File: config.mk
export PLATFORM = sky130hd
export DESIGN_NAME = privileged_csr_emulation_unit
export DESIGN_NICKNAME = d
export VERILOG_FILES = /design/src/sv/pcsr_pkg.sv /design/src/sv/privileged_csr_emulation_unit.sv /design/src/sv/pcsr_front.sv /design/src/sv/pcsr_queue.sv /design/src/sv/pcsr_back.sv
export VERILOG_INCLUDE_DIRS = /design/src /design/src/sv
export SDC_FILE = /design/constraint.sdc
export NUM_CORES = 2
export LEC_CHECK = 0
export CORE_ASPECT_RATIO = 0.6
export CORE_UTILIZATION = 55
export DETAILED_ROUTE_END_ITERATION = 12
export DONT_BUFFER_PORTS = 1
export GPL_TIMING_DRIVEN = 0
export PLACE_DENSITY = 0.7
export SYNTH_ARGS = -nofsm -noshare
export SYNTH_HDL_FRONTEND = slang
export SYNTH_HIERARCHICAL = 1
export SYNTH_SLANG_ARGS = --single-unit
export TNS_END_PERCENT = 100
File: constraint.sdc
create_clock -name clk -period 18.3 [get_ports clk]
set_input_delay 2.745 -clock clk [delete_from_list [all_inputs] [get_ports clk]]
set_output_delay 2.745 -clock clk [all_outputs]
set_load 0.03 [all_outputs]
File: src/sv/privileged_csr_emulation_unit_macros.svh
`ifndef PRIVILEGED_CSR_EMULATION_UNIT_MACROS_SVH
`define PRIVILEGED_CSR_EMULATION_UNIT_MACROS_SVH

// Same-cycle implication, checked only outside reset.
`define PCSR_ASSERT_NOW(lbl, ck, rn, ante, cons, msg) \
    lbl: assert property (@(posedge ck) disable iff (!rn) (ante) |-> (cons)) \
        else $error(msg);

// Next-cycle implication, checked only outside reset.
`define PCSR_ASSERT_NEXT(lbl, ck, rn, ante, cons, msg) \
    lbl: assert property (@(posedge ck) disable iff (!rn) (ante) |=> (cons)) \
        else $error(msg);

`endif

File: src/sv/pcsr_pkg.sv
`timescale 1ns / 1ps
`default_nettype none

package pcsr_pkg;

    // Number of virtual CSRs and the width of an index into them.
    localparam int NUM_CSRS  = 39;
    localparam int CSR_IDX_W = (NUM_CSRS > 1) ? $clog2(NUM_CSRS) : 1;

    // Depth of the queue between front and back (a power of two).
    localparam int QUEUE_DEPTH = 2;
    localparam int QUEUE_PTR_W = (QUEUE_DEPTH > 1) ? $clog2(QUEUE_DEPTH) : 1;
    localparam int QUEUE_CNT_W = $clog2(QUEUE_DEPTH + 1);

    localparam int IN_TDATA_W  = 160;
    localparam int OUT_TDATA_W = 144;

    // Privilege levels.
    localparam logic [1:0] LVL_U = 2'd0;
    localparam logic [1:0] LVL_S = 2'd1;
    localparam logic [1:0] LVL_M = 2'd2;

    // Operation classes produced by the front end.
    localparam int OP_W = 3;
    localparam logic [OP_W-1:0] OP_WRITE = 3'd0;
    localparam logic [OP_W-1:0] OP_READ  = 3'd1;
    localparam logic [OP_W-1:0] OP_ECALL = 3'd2;
    localparam logic [OP_W-1:0] OP_SRET  = 3'd3;
    localparam logic [OP_W-1:0] OP_MRET  = 3'd4;
    localparam logic [OP_W-1:0] OP_NOP   = 3'd5;
    localparam logic [OP_W-1:0] OP_BAD   = 3'd6;

    // funct3 codes.
    localparam logic [2:0] F3_SYSTEM = 3'd0;
    localparam logic [2:0] F3_CSRW   = 3'd1;
    localparam logic [2:0] F3_CSRR   = 3'd2;

    // System instruction addresses.
    localparam logic [11:0] ADDR_ECALL = 12'h000;
    localparam logic [11:0] ADDR_SRET  = 12'h102;
    localparam logic [11:0] ADDR_MRET  = 12'h302;

    // Slots of CSRs with special handling.
    localparam logic [CSR_IDX_W-1:0] IDX_SSTATUS   = CSR_IDX_W'(8);
    localparam logic [CSR_IDX_W-1:0] IDX_STVEC     = CSR_IDX_W'(12);
    localparam logic [CSR_IDX_W-1:0] IDX_MVENDORID = CSR_IDX_W'(15);
    localparam logic [CSR_IDX_W-1:0] IDX_MSTATUS   = CSR_IDX_W'(19);
    localparam logic [CSR_IDX_W-1:0] IDX_MEPC      = CSR_IDX_W'(28);
    localparam logic [CSR_IDX_W-1:0] IDX_SEPC      = CSR_IDX_W'(35);

    localparam logic [63:0] MVENDOR_RESET = 64'hC5E536;
    localparam logic [63:0] MSTATUS_RESET = 64'h1800;

    // CSR address and minimum privilege for each slot.
    localparam logic [11:0] CSR_ADDR_ROM [NUM_CSRS] = '{
        12'h000, 12'h004, 12'h005, 12'h040, 12'h041, 12'h042, 12'h043, 12'h044,
        12'h100, 12'h102, 12'h103, 12'h104, 12'h105, 12'h106, 12'h180,
        12'hF11, 12'hF12, 12'hF13, 12'hF14,
        12'h300, 12'h301, 12'h302, 12'h303, 12'h304, 12'h305, 12'h306, 12'h310,
        12'h340, 12'h341, 12'h342, 12'h343, 12'h344, 12'h34A, 12'h34B,
        12'h140, 12'h141, 12'h142, 12'h143, 12'h144
    };

    localparam logic [1:0] CSR_LEVEL_ROM [NUM_CSRS] = '{
        2'd0, 2'd0, 2'd0, 2'd0, 2'd0, 2'd0, 2'd0, 2'd0,
        2'd1, 2'd1, 2'd1, 2'd1, 2'd1, 2'd1, 2'd1,
        2'd1, 2'd2, 2'd2, 2'd2,
        2'd2, 2'd2, 2'd2, 2'd2, 2'd2, 2'd2, 2'd2, 2'd2,
        2'd2, 2'd2, 2'd2, 2'd2, 2'd2, 2'd2, 2'd2,
        2'd1, 2'd1, 2'd1, 2'd1, 2'd1
    };

    // One classified item, passed from front to back through the queue.
    typedef struct packed {
        logic [OP_W-1:0]      op;
        logic                 found;
        logic [CSR_IDX_W-1:0] idx;
        logic [1:0]           min_level;
        logic [4:0]           rd;
        logic [63:0]          pc;
        logic [63:0]          src;
    } pcsr_item_t;

    // One result item.
    typedef struct packed {
        logic        killed;
        logic [63:0] next_pc;
        logic        write_back;
        logic [4:0]  dest_index;
        logic [63:0] dest_value;
        logic [1:0]  privilege;
    } pcsr_result_t;

    // Value of a CSR slot that has never been written.
    function automatic logic [63:0] csr_reset_value(input logic [CSR_IDX_W-1:0] idx);
        logic [63:0] val;
        val = 64'd0;
        if (idx == IDX_MVENDORID)
        begin
            val = MVENDOR_RESET;
        end
        else if (idx == IDX_MSTATUS)
        begin
            val = MSTATUS_RESET;
        end
        return val;
    endfunction

endpackage

`default_nettype wire

File: src/sv/privileged_csr_emulation_unit.sv
// Privileged CSR emulation unit: emulates trapped csrw, csrr, ecall, sret and
// mret for a guest, keeping 39 virtual CSRs and the current privilege level.
// The slave channel (s_axis_*) carries one trapped instruction per beat with
// its pc and the value of the rs1 register. The master channel (m_axis_*)
// returns exactly one result beat per input beat, in order: kill flag, next
// pc, register write-back and the privilege after the step.
// Input beats enter a two-entry queue after being classified, so the input
// side keeps accepting while the back end works or while a result waits.
// The back end reads the CSR memory for an item in its idle state, then
// executes it and loads the output register in its execute state; it pops
// the next item from the queue only once the current one has executed.
// When the receiver stalls, the finished result holds in the output register,
// the back end holds its next item, and once the queue fills s_axis_tready
// drops. Reset (rst_n low, asynchronous) empties the queue and the output,
// puts the guest in machine mode and restores the CSR reset values, with
// mvendorid at 0xC5E536 and mstatus at 0x1800; all others read as zero.
`timescale 1ns / 1ps
`default_nettype none

module privileged_csr_emulation_unit (
    input  wire logic                                  clk,
    input  wire logic                                  rst_n,
    input  wire logic                                  s_axis_tvalid,
    output logic                                       s_axis_tready,
    // Fields from bit 0 up: instruction (32), pc (64), source_value (64).
    input  wire logic [pcsr_pkg::IN_TDATA_W-1:0]       s_axis_tdata,
    output logic                                       m_axis_tvalid,
    input  wire logic                                  m_axis_tready,
    // Fields from bit 0 up: killed (1), next_pc (64), write_back (1),
    // dest_index (5), dest_value (64), privilege (2), then zero fill (7).
    output logic [pcsr_pkg::OUT_TDATA_W-1:0]           m_axis_tdata
);

    pcsr_pkg::pcsr_item_t   front_item;
    pcsr_pkg::pcsr_item_t   head_item;
    pcsr_pkg::pcsr_result_t result;
    logic                   q_not_full;
    logic                   q_not_empty;
    logic                   q_pop;

    // Front end: decodes the instruction and looks up the CSR address.
    pcsr_front u_front (
        .instruction  (s_axis_tdata[31:0]),
        .pc           (s_axis_tdata[95:32]),
        .source_value (s_axis_tdata[159:96]),
        .item         (front_item)
    );

    assign s_axis_tready = q_not_full;

    pcsr_queue u_queue (
        .clk       (clk),
        .rst_n     (rst_n),
        .push      (s_axis_tvalid),
        .push_item (front_item),
        .not_full  (q_not_full),
        .pop       (q_pop),
        .head_item (head_item),
        .not_empty (q_not_empty)
    );

    // Back end: privilege checks, CSR state and the output register.
    pcsr_back u_back (
        .clk        (clk),
        .rst_n      (rst_n),
        .head_item  (head_item),
        .head_valid (q_not_empty),
        .head_pop   (q_pop),
        .res_valid  (m_axis_tvalid),
        .res_ready  (m_axis_tready),
        .res        (result)
    );

    assign m_axis_tdata = {7'd0, result.privilege, result.dest_value, result.dest_index,
                           result.write_back, result.next_pc, result.killed};

endmodule

`default_nettype wire

File: src/sv/pcsr_front.sv
`timescale 1ns / 1ps
`default_nettype none

module pcsr_front (
    input  wire logic [31:0]          instruction,
    input  wire logic [63:0]          pc,
    input  wire logic [63:0]          source_value,
    output pcsr_pkg::pcsr_item_t      item
);

    logic [2:0]                     funct3;
    logic [11:0]                    addr;
    logic                           hit;
    logic [pcsr_pkg::CSR_IDX_W-1:0] hit_idx;
    logic [1:0]                     hit_level;

    assign funct3 = instruction[14:12];
    assign addr   = instruction[31:20];

    // Address lookup against the ROM; the lowest matching slot wins.
    always_comb
    begin
        hit       = 1'b0;
        hit_idx   = '0;
        hit_level = pcsr_pkg::LVL_U;
        for (int i = pcsr_pkg::NUM_CSRS - 1; i >= 0; i--)
        begin
            if (addr == pcsr_pkg::CSR_ADDR_ROM[i])
            begin
                hit       = 1'b1;
                hit_idx   = pcsr_pkg::CSR_IDX_W'(i);
                hit_level = pcsr_pkg::CSR_LEVEL_ROM[i];
            end
        end
    end

    always_comb
    begin
        item.found     = 1'b0;
        item.idx       = '0;
        item.min_level = pcsr_pkg::LVL_U;
        item.rd        = instruction[11:7];
        item.pc        = pc;
        item.src       = source_value;
        case (funct3)
            pcsr_pkg::F3_CSRW:
            begin
                item.op        = pcsr_pkg::OP_WRITE;
                item.found     = hit;
                item.idx       = hit_idx;
                item.min_level = hit_level;
            end
            pcsr_pkg::F3_CSRR:
            begin
                item.op        = pcsr_pkg::OP_READ;
                item.found     = hit;
                item.idx       = hit_idx;
                item.min_level = hit_level;
            end
            pcsr_pkg::F3_SYSTEM:
            begin
                if (addr == pcsr_pkg::ADDR_ECALL)
                begin
                    item.op = pcsr_pkg::OP_ECALL;
                end
                else if (addr == pcsr_pkg::ADDR_SRET)
                begin
                    item.op = pcsr_pkg::OP_SRET;
                end
                else if (addr == pcsr_pkg::ADDR_MRET)
                begin
                    item.op = pcsr_pkg::OP_MRET;
                end
                else
                begin
                    item.op = pcsr_pkg::OP_NOP;
                end
            end
            default:
            begin
                item.op = pcsr_pkg::OP_BAD;
            end
        endcase
    end

endmodule

`default_nettype wire

File: src/sv/pcsr_queue.sv
`timescale 1ns / 1ps
`default_nettype none

module pcsr_queue (
    input  wire logic                 clk,
    input  wire logic                 rst_n,
    input  wire logic                 push,
    input  wire pcsr_pkg::pcsr_item_t push_item,
    output logic                      not_full,
    input  wire logic                 pop,
    output pcsr_pkg::pcsr_item_t      head_item,
    output logic                      not_empty
);

    pcsr_pkg::pcsr_item_t             entry_reg [pcsr_pkg::QUEUE_DEPTH];
    logic [pcsr_pkg::QUEUE_PTR_W-1:0] wptr_reg;
    logic [pcsr_pkg::QUEUE_PTR_W-1:0] wptr_next;
    logic [pcsr_pkg::QUEUE_PTR_W-1:0] rptr_reg;
    logic [pcsr_pkg::QUEUE_PTR_W-1:0] rptr_next;
    logic [pcsr_pkg::QUEUE_CNT_W-1:0] count_reg;
    logic [pcsr_pkg::QUEUE_CNT_W-1:0] count_next;
    logic                             do_push;
    logic                             do_pop;

    assign not_full  = (count_reg != pcsr_pkg::QUEUE_CNT_W'(pcsr_pkg::QUEUE_DEPTH));
    assign not_empty = (count_reg != '0);
    assign do_push   = push && not_full;
    assign do_pop    = pop && not_empty;
    assign head_item = entry_reg[rptr_reg];

    // Pointers wrap naturally since the depth is a power of two.
    always_comb
    begin
        wptr_next  = do_push ? wptr_reg + 1'b1 : wptr_reg;
        rptr_next  = do_pop ? rptr_reg + 1'b1 : rptr_reg;
        count_next = count_reg;
        if (do_push && !do_pop)
        begin
            count_next = count_reg + 1'b1;
        end
        else if (do_pop && !do_push)
        begin
            count_next = count_reg - 1'b1;
        end
    end

    always_ff @(posedge clk or negedge rst_n)
    begin
        if (!rst_n)
        begin
            wptr_reg  <= '0;
            rptr_reg  <= '0;
            count_reg <= '0;
        end
        else
        begin
            wptr_reg  <= wptr_next;
            rptr_reg  <= rptr_next;
            count_reg <= count_next;
        end
    end

    always_ff @(posedge clk)
    begin
        if (do_push)
        begin
            entry_reg[wptr_reg] <= push_item;
        end
    end

endmodule

`default_nettype wire

File: src/sv/pcsr_back.sv
`timescale 1ns / 1ps
`default_nettype none

`include "privileged_csr_emulation_unit_macros.svh"

module pcsr_back (
    input  wire logic                 clk,
    input  wire logic                 rst_n,
    input  wire pcsr_pkg::pcsr_item_t head_item,
    input  wire logic                 head_valid,
    output logic                      head_pop,
    output logic                      res_valid,
    input  wire logic                 res_ready,
    output pcsr_pkg::pcsr_result_t    res
);

    localparam logic ST_IDLE = 1'b0;
    localparam logic ST_EXEC = 1'b1;

    logic                           state_reg;
    logic                           state_next;
    pcsr_pkg::pcsr_item_t           item_reg;

    // Slots other than the status, vector and epc registers live in memory.
    logic [63:0]                    csr_mem [pcsr_pkg::NUM_CSRS];
    logic [63:0]                    mem_rdata_reg;
    logic                           rd_valid_reg;
    logic [pcsr_pkg::NUM_CSRS-1:0]  valid_reg;
    logic [pcsr_pkg::NUM_CSRS-1:0]  valid_next;
    logic                           mem_we;

    logic [63:0]                    sstatus_reg;
    logic [63:0]                    sstatus_next;
    logic [63:0]                    stvec_reg;
    logic [63:0]                    stvec_next;
    logic [63:0]                    mstatus_reg;
    logic [63:0]                    mstatus_next;
    logic [63:0]                    mepc_reg;
    logic [63:0]                    mepc_next;
    logic [63:0]                    sepc_reg;
    logic [63:0]                    sepc_next;
    logic [1:0]                     current_level_reg;
    logic [1:0]                     current_level_next;

    logic                           out_valid_reg;
    logic                           out_valid_next;
    pcsr_pkg::pcsr_result_t         res_reg;
    pcsr_pkg::pcsr_result_t         res_next;

    logic                           fire;
    logic                           special;
    logic                           lvl_ok;
    logic                           kill;
    logic                           csr_we;
    logic [63:0]                    csr_cur;
    logic [63:0]                    sret_status;
    logic [63:0]                    mret_status;
    logic [1:0]                     mret_level;

    assign head_pop  = (state_reg == ST_IDLE) && head_valid;
    assign fire      = (state_reg == ST_EXEC) && (!out_valid_reg || res_ready);
    assign res_valid = out_valid_reg;
    assign res       = res_reg;

    assign special = (item_reg.idx == pcsr_pkg::IDX_SSTATUS) ||
                     (item_reg.idx == pcsr_pkg::IDX_STVEC) ||
                     (item_reg.idx == pcsr_pkg::IDX_MSTATUS) ||
                     (item_reg.idx == pcsr_pkg::IDX_MEPC) ||
                     (item_reg.idx == pcsr_pkg::IDX_SEPC);
    assign lvl_ok  = (current_level_reg >= item_reg.min_level);

    // Current value of the addressed CSR.
    always_comb
    begin
        if (item_reg.idx == pcsr_pkg::IDX_SSTATUS)
        begin
            csr_cur = sstatus_reg;
        end
        else if (item_reg.idx == pcsr_pkg::IDX_STVEC)
        begin
            csr_cur = stvec_reg;
        end
        else if (item_reg.idx == pcsr_pkg::IDX_MSTATUS)
        begin
            csr_cur = mstatus_reg;
        end
        else if (item_reg.idx == pcsr_pkg::IDX_MEPC)
        begin
            csr_cur = mepc_reg;
        end
        else if (item_reg.idx == pcsr_pkg::IDX_SEPC)
        begin
            csr_cur = sepc_reg;
        end
        else if (rd_valid_reg)
        begin
            csr_cur = mem_rdata_reg;
        end
        else
        begin
            csr_cur = pcsr_pkg::csr_reset_value(item_reg.idx);
        end
    end

    // Status updates for the return instructions.
    always_comb
    begin
        sret_status       = sstatus_reg;
        sret_status[1]    = sstatus_reg[5];
        sret_status[5]    = 1'b1;
        sret_status[8]    = 1'b0;

        mret_level        = mstatus_reg[12] ? pcsr_pkg::LVL_M : mstatus_reg[12:11];
        mret_status       = mstatus_reg;
        mret_status[3]    = mstatus_reg[7];
        mret_status[7]    = 1'b1;
        mret_status[12:11] = 2'b00;
        if (mret_level != pcsr_pkg::LVL_M)
        begin
            mret_status[17] = 1'b0;
        end
    end

    // Execute one item: result and state updates.
    always_comb
    begin
        kill                = 1'b0;
        csr_we              = 1'b0;
        res_next.killed     = 1'b0;
        res_next.next_pc    = item_reg.pc;
        res_next.write_back = 1'b0;
        res_next.dest_index = 5'd0;
        res_next.dest_value = 64'd0;
        current_level_next  = current_level_reg;
        sstatus_next        = sstatus_reg;
        stvec_next          = stvec_reg;
        mstatus_next        = mstatus_reg;
        mepc_next           = mepc_reg;
        sepc_next           = sepc_reg;

        case (item_reg.op)
            pcsr_pkg::OP_WRITE:
            begin
                res_next.next_pc = item_reg.pc + 64'd4;
                if (item_reg.found)
                begin
                    if (!lvl_ok)
                    begin
                        kill = 1'b1;
                    end
                    else if ((item_reg.idx == pcsr_pkg::IDX_MVENDORID) &&
                             ((current_level_reg == pcsr_pkg::LVL_U) ||
                              (item_reg.src == 64'd0)))
                    begin
                        kill = 1'b1;
                    end
                    else
                    begin
                        csr_we = 1'b1;
                    end
                end
            end
            pcsr_pkg::OP_READ:
            begin
                res_next.next_pc = item_reg.pc + 64'd4;
                if (item_reg.found)
                begin
                    if (!lvl_ok)
                    begin
                        kill = 1'b1;
                    end
                    else if (item_reg.rd != 5'd0)
                    begin
                        res_next.write_back = 1'b1;
                        res_next.dest_index = item_reg.rd;
                        res_next.dest_value = csr_cur;
                    end
                end
            end
            pcsr_pkg::OP_ECALL:
            begin
                sepc_next          = item_reg.pc;
                res_next.next_pc   = stvec_reg;
                current_level_next = pcsr_pkg::LVL_S;
            end
            pcsr_pkg::OP_SRET:
            begin
                if (current_level_reg >= pcsr_pkg::LVL_S)
                begin
                    sstatus_next       = sret_status;
                    current_level_next = sstatus_reg[8] ? pcsr_pkg::LVL_S : pcsr_pkg::LVL_U;
                    res_next.next_pc   = sepc_reg;
                end
                else
                begin
                    kill = 1'b1;
                end
            end
            pcsr_pkg::OP_MRET:
            begin
                if (current_level_reg >= pcsr_pkg::LVL_M)
                begin
                    mstatus_next       = mret_status;
                    current_level_next = mret_level;
                    res_next.next_pc   = mepc_reg;
                end
                else
                begin
                    kill = 1'b1;
                end
            end
            pcsr_pkg::OP_NOP:
            begin
                kill = 1'b0;
            end
            default:
            begin
                kill = 1'b1;
            end
        endcase

        // A CSR write to one of the dedicated registers.
        if (csr_we)
        begin
            if (item_reg.idx == pcsr_pkg::IDX_SSTATUS)
            begin
                sstatus_next = item_reg.src;
            end
            if (item_reg.idx == pcsr_pkg::IDX_STVEC)
            begin
                stvec_next = item_reg.src;
            end
            if (item_reg.idx == pcsr_pkg::IDX_MSTATUS)
            begin
                mstatus_next = item_reg.src;
            end
            if (item_reg.idx == pcsr_pkg::IDX_MEPC)
            begin
                mepc_next = item_reg.src;
            end
            if (item_reg.idx == pcsr_pkg::IDX_SEPC)
            begin
                sepc_next = item_reg.src;
            end
        end

        res_next.killed    = kill;
        res_next.privilege = current_level_next;
    end

    assign mem_we = fire && csr_we && !special;

    always_comb
    begin
        valid_next = valid_reg;
        if (mem_we)
        begin
            valid_next[item_reg.idx] = 1'b1;
        end
    end

    always_comb
    begin
        state_next     = state_reg;
        out_valid_next = out_valid_reg;
        if (res_ready)
        begin
            out_valid_next = 1'b0;
        end
        case (state_reg)
            ST_IDLE:
            begin
                if (head_valid)
                begin
                    state_next = ST_EXEC;
                end
            end
            ST_EXEC:
            begin
                if (fire)
                begin
                    state_next     = ST_IDLE;
                    out_valid_next = 1'b1;
                end
            end
            default:
            begin
                state_next = ST_IDLE;
            end
        endcase
    end

    always_ff @(posedge clk or negedge rst_n)
    begin
        if (!rst_n)
        begin
            state_reg         <= ST_IDLE;
            out_valid_reg     <= 1'b0;
            valid_reg         <= '0;
            current_level_reg <= pcsr_pkg::LVL_M;
            sstatus_reg       <= 64'd0;
            stvec_reg         <= 64'd0;
            mstatus_reg       <= pcsr_pkg::MSTATUS_RESET;
            mepc_reg          <= 64'd0;
            sepc_reg          <= 64'd0;
        end
        else
        begin
            state_reg     <= state_next;
            out_valid_reg <= out_valid_next;
            valid_reg     <= valid_next;
            if (fire && !kill)
            begin
                current_level_reg <= current_level_next;
                sstatus_reg       <= sstatus_next;
                stvec_reg         <= stvec_next;
                mstatus_reg       <= mstatus_next;
                mepc_reg          <= mepc_next;
                sepc_reg          <= sepc_next;
            end
        end
    end

    // Payload registers and the CSR memory.
    always_ff @(posedge clk)
    begin
        if (head_pop)
        begin
            item_reg      <= head_item;
            mem_rdata_reg <= csr_mem[head_item.idx];
            rd_valid_reg  <= valid_reg[head_item.idx];
        end
        if (fire)
        begin
            res_reg <= res_next;
        end
    end

    always_ff @(posedge clk)
    begin
        if (mem_we)
        begin
            csr_mem[item_reg.idx] <= item_reg.src;
        end
    end

    `PCSR_ASSERT_NOW(a_kill_no_wb, clk, rst_n,
        out_valid_reg && res_reg.killed, !res_reg.write_back,
        "killed result carries a write-back")
    `PCSR_ASSERT_NOW(a_wb_not_x0, clk, rst_n,
        out_valid_reg && res_reg.write_back, res_reg.dest_index != 5'd0,
        "write-back targets x0")
    `PCSR_ASSERT_NOW(a_mem_we_exec, clk, rst_n,
        mem_we, (state_reg == ST_EXEC) && !kill,
        "CSR memory written outside a committed step")
    `PCSR_ASSERT_NEXT(a_kill_keeps_state, clk, rst_n,
        fire && kill,
        $stable(current_level_reg) && $stable(mstatus_reg) &&
        $stable(sstatus_reg) && $stable(sepc_reg),
        "killed step changed state")

endmodule

`default_nettype wire

---- Word-level counts from Yosys, hierarchy flattened ----
Memory sizes are Yosys's and may differ from the RTL's. A register that Yosys moved wholly into a read port is not among the register bits.
Cells that the tools add are included.
storage, ports and cells
  register bits after elaboration ......... 650
  bits in writable memories ............... 2786
  bits of input ports ..................... 164
  word-level logic and storage cells ...... 309
  memories kept ........................... 2
cells by class
  $add $sub $neg .......................... 5
  $lt $le $gt $ge ......................... 6
  eq/ne operators ......................... 53
  muxes and demuxes ....................... 178
  bitwise operators ....................... 2
  reduce and logical (&&, ||, !) cells .... 37
memories
  memory             depth  width  rd ports  clocked after memory_dff  write ports  RTL line          source
  u_back.csr_mem     39     64     1         1                         1            pcsr_back.sv:25   logic [63:0] csr_mem [pcsr_pkg::NUM_CSRS];
  u_queue.entry_reg  2      145    1         0                         1            pcsr_queue.sv:15  pcsr_pkg::pcsr_item_t entry_reg [pcsr_pkg::QUEUE_DEPTH];
operators by type and width
  operator                 count
  $mux W64                 15
  $pmux W64 S4             1
  $mux W6                  39
  $eq A12 B10 Y1 const B   15
  $eq A12 B9 Y1 const B    12
  $mux W2                  39
  $mux W70                 1
  $mux W1                  69
  $add A64 B3 Y64 const B  1
  $logic_not A64 Y1        1
  $eq A12 B7 Y1 const B    5
  $eq A12 B12 Y1 const B   4
  $or A39 B39 Y39          1
  $mux W18                 2
  $mux W9                  3
  $eq A12 B3 Y1 const B    2
  $mux W24                 1
  $eq A6 B4 Y1 const B     3
  $lt A6 B7 Y1 const B     2
  $eq A6 B5 Y1 const B     2
  $logic_not A12 Y1        1
  $logic_and A1 B1 Y1      11
  $eq A3 B2 Y1 const B     3
  $pmux W3 S3              1
  27 further kinds         47

---- Depth between registers and ports, before layout ----
  depth after elaboration ................. 41
  depth in mapped cells ................... 15
  depth with buffers taken out ............ 9

---- By module ----
Netlist, hierarchy kept.
modules (own cells, without submodules)
  module                         instances  cells an instance  area each (sq um)  seq. area each (sq um)
  pcsr_back                      1          6269               125974.6           94459.3
  pcsr_queue                     1          469                10740.3            8808.4
  pcsr_front                     1          271                1899.3             0.0
  privileged_csr_emulation_unit  1          8                  56.3               0.0

---- Least setup slack after synthesis ----
OpenSTA, ideal clock, no wires.
  kind .................................... in2reg
  start ................................... input m_axis_tready
  end ..................................... memory u_back.csr_mem[23][0], enable pin
  arrival ................................. 12.289 ns
  required time ........................... 17.735 ns
  slack ................................... 5.446 ns
  cell stages on the path ................. 7
  path buffers ............................ 2
  path through ............................ nand2b_1 nand2_1 inv_1 buf_1 nand2_1 clkbuf_1 nor3_1
on the way
  word-level cells in the longest chain between the ends .. 6
RTL lines
  what                              RTL line                             source
  start, declared                   privileged_csr_emulation_unit.sv:28  input wire logic m_axis_tready,
  $logic_or A1 B1 Y1                pcsr_back.sv:61                      assign fire = (state_reg == ST_EXEC) && (!out_valid_reg || res_ready);
  $logic_and A1 B1 Y1               pcsr_back.sv:61
  net u_back.fire                   pcsr_back.sv:50                      logic fire;
  $logic_and A1 B1 Y1 (2 in a row)  pcsr_back.sv:251                     assign mem_we = fire && csr_we && !special;
  $mux W1                           pcsr_back.sv:341                     if (mem_we)
  $mux W1 (implied by the code)     pcsr_back.sv:343                     csr_mem[item_reg.idx] <= item_reg.src;
  end, declared                     pcsr_back.sv:25
The timed path passes the listed nets, and every way through them passes these cells.

==> run metrics <==
run status=finished, violations left; failing checks=max-capacitance violations, max-slew violations; Synth Flop Type=edfxtp_1; Critical Path AT=between 7 and 8 ns; Total Wirelength=423 mm; gr usage total=33.1%; syn_area_per_cell=19.8 um2; router iterations before antenna repair=8; CP max FO=10; number of clock buffers inserted by TritonCTS=310; Crit Reg-Reg Startpoint=u_queue/rptr_reg$_DFFE_PN0P_; Yosys cell types=a little over 80; asr flop ratio synth=10.5%; initial antenna violation count=17; EDFF count, synth=3133; min Tclk post-route=6.65 ns; Slew @ Worst Pin=1.59 ns; post-synth top area share=67.8%; Max Slew Vio Count=42; area delta synth->final=15.0%; YS warnings=6; DP HPWL=299 mm; # H-tree levels=5; RSZ-0062 raised after global routing=false; Hold Crit Depth=1; Final Hold Vio Count=0; # IOs=310; clk slew on worst S/H paths=0.06 ns; # DRC=0; Setup Buffers After CTS=0; Worst Skew=0.0578 ns; largest net degree at the start of global routing=~370; Final Core Density=63.7%; synth top area cells=edfxtp_1 (68%), mux4_2 (12%), dfrtp_1 (6.6%); Port Buffers=0; drt initial violations=13700; sequential area share after synthesis=between 70% and 80%; hold_buf cts=0; Synth Instances=7017; Initial Util=55.4%; Peak VDD IR=129 uV; Tot Pwr=roughly 26 mW; Core Region=250000 um2; hold_sp=u_back/valid_reg[28]$_DFFE_PN0P_; global-route wire length before repair=582 mm; Die W=650 um; f_max=150 MHz; Clock Tree Root=clkbuf_16; wire per inst=36.8 um; Syn Std Cell Area=139000 um2; Final Setup Violations=0; RePlAce Congestion=around 0.96; Crit path required time=18.85 ns; CTS tree=yes; post-route ant nets=0; Min-Delay Path Class=register to register; row count=around 140; critical path launch point type=register; Congestion Overflow GR=0; layout cells sized above 1=26.1%; LEAKAGE=roughly 54 nW; worst reg2reg path depth=10; largest area contributor in the netlist=edfxtp_1; R2R Setup Slk=around 12 ns; DIE AREA=254000 um2; WHS Endpoint=u_back/valid_reg[28]$_DFFE_PN0P_; max reg flops=2496; # clock sinks=between 3000 and 4000; fin crit share=36.3%; Via density=6.80; Setup crit end kind=register; Rel. slew slack=-6.92%; CTS Buffer Depth=4; CP Class=register to register; clk_lat worst skew=around 0.9 ns; die height=391 um; R2R Path End=u_back/mem_rdata_reg[48]$_DFFE_PP_; Max-Cap Viols=7; synthesized flop and latch total=3500; post-cts sizing count=0; via count=approximately 80000; PwrDens=about 160 nW/um2; nets=roughly 8100; vias in the first global route=between 70000 and 80000
## cells in the final DEF, fill, tap and decap left out, drive strengths merged, types with 14 or more instances in the layout
cell type / netlist / final
edfxtp: 3133 / 3133
mux4: 715 / 715
clkbuf: 294 / 670
buf: 299 / 574
mux2: 394 / 394
dfrtp: 364 / 364
conb: 2 / 327
nand2: 263 / 263
nor2: 180 / 180
o211ai: 136 / 136
a22oi: 129 / 129
clkinv: 0 / 129
a21oi: 114 / 114
mux2i: 100 / 100
o2bb2ai: 68 / 68
nand3: 63 / 63
nor3: 59 / 59
o22ai: 58 / 58
a211oi: 55 / 55
o21ai: 47 / 47
a221o: 41 / 41
a221oi: 39 / 39
o221ai: 38 / 38
and3: 36 / 36
nor4: 35 / 35
a31oi: 34 / 34
bufinv: 0 / 33
xnor2: 30 / 30
inv: 23 / 30
or4: 25 / 25
nand4: 19 / 19
a222oi: 19 / 19
a31o: 17 / 17
or2: 16 / 16
o21bai: 14 / 14
## layout make-up
cell class	instances	area (um2)
repair buffers	279	5100
well taps	3312	4140
inverters	23	86.3
fillers	16900	90700
clock buffers	372	8240
diodes	10	25.0
plain buffers	593	3120
clock inverters	181	1740
flip-flops and latches	3500	103000
multi-input cells	3226	33700
## stage by stage
step / std cells / hold slack [ns] / instance area (um2) / TNS [ns] / worst slack (ns)
after floorplan: 7342 / 0.423 / 140000 / 0 / 5.45
after global placement: 10700 / 0.435 / 144000 / -3064.71 / -5.71
after detailed placement: 10900 / 0.446 / 149000 / 0 / 11.71
after CTS: 11500 / 0.464 / 159000 / 0 / 11.83
after global routing: 11500 / 0.488 / 159000 / 0 / 11.70
final: 11500 / 0.471 / 159000 / 0 / 11.65
## layer usage
metal / track usage, % / vias up / routed length, um / part of all wire (%)
met5: 0 / - / 92 / 0.022
met4: 7.07 / 14 / 9210 / 2.2
met3: 12.9 / 601 / 67400 / 16
met2: 43.8 / 5834 / 171000 / 41
met1: 51.9 / 41300 / 175000 / 41
li1: - / 30400 / - / -
## report_power, final
group | leakage, nW | switching [mW] | internal [mW]
logic | 15.6 | 4.72 | 2.93
clock network | 4.87 | 2.91 | 3.68
registers | 33.7 | 1.16 | 10.5
total | 54.2 | 8.79 | 17.1
## critical path, stage by stage (launching register included)
cell and delay [ns]:
dfrtp_1 0.39, buf_6 0.31, clkbuf_8 0.35, mux2_2 0.28, clkbuf_1 1.05, clkbuf_1 1.08, buf_1 1.01, nor2_2 0.33
clkbuf_1 0.50, a22oi_1 0.62, nand2_1 0.25
## cells in the mapped netlist (13+ instances only)
cell type,count
o22ai_1,58
nor3_1,59
o2bb2ai_1,68
a211oi_1,53
clkbuf_1,284
mux2_1,65
or4_1,24
nor4_1,33
a221oi_1,39
a21oi_1,114
a221o_1,41
a31oi_1,34
a22oi_1,129
a31o_2,17
xnor2_1,30
mux2i_1,100
buf_4,152
and3_1,36
o211ai_1,136
dfrtp_1,364
or2_2,13
inv_1,23
nand3_1,61
buf_2,80
nand2_1,263
and2_1,13
o221ai_1,38
a222oi_1,19
buf_1,54
mux2_2,329
o21bai_1,14
mux4_2,715
nand4_1,19
edfxtp_1,3133
buf_6,13
nor2_1,176
o21ai_0,44
## cells by family (layout without fill, tap and decap cells)
logic type / Yosys count / after routing / share of synthesized area, %
compound gates: 867 / 867 / 4.65
xor+xnor: 36 / 36 / 0.227
fa+ha+maj: 4 / 4 / 0.0361
buf+inv: 616 / 1448 / 2.29
flops: 3500 / 3500 / 74.5
mux: 1209 / 1209 / 15.5
other cells: 2 / 337 / 0.00542
simple gates: 783 / 783 / 2.79
## worst max-delay path by stage
stage	slack (ns)	end	from
5_1_grt	11.70	u_back/mem_rdata_reg[48]$_DFFE_PP_	u_queue/rptr_reg$_DFFE_PN0P_
3_3_place_gp	-5.71	u_back/csr_mem[11][18]$_DFFE_PP_	m_axis_tready
3_5_place_dp	11.71	u_back/csr_mem[0][58]$_DFFE_PP_	m_axis_tready
2_1_floorplan	5.45	u_back/csr_mem[23][0]$_DFFE_PP_	m_axis_tready
4_1_cts	11.83	u_back/mem_rdata_reg[48]$_DFFE_PP_	u_queue/rptr_reg$_DFFE_PN0P_
6_report	11.65	u_back/mem_rdata_reg[48]$_DFFE_PP_	u_queue/rptr_reg$_DFFE_PN0P_
Power figures use the tool's default switching activity.
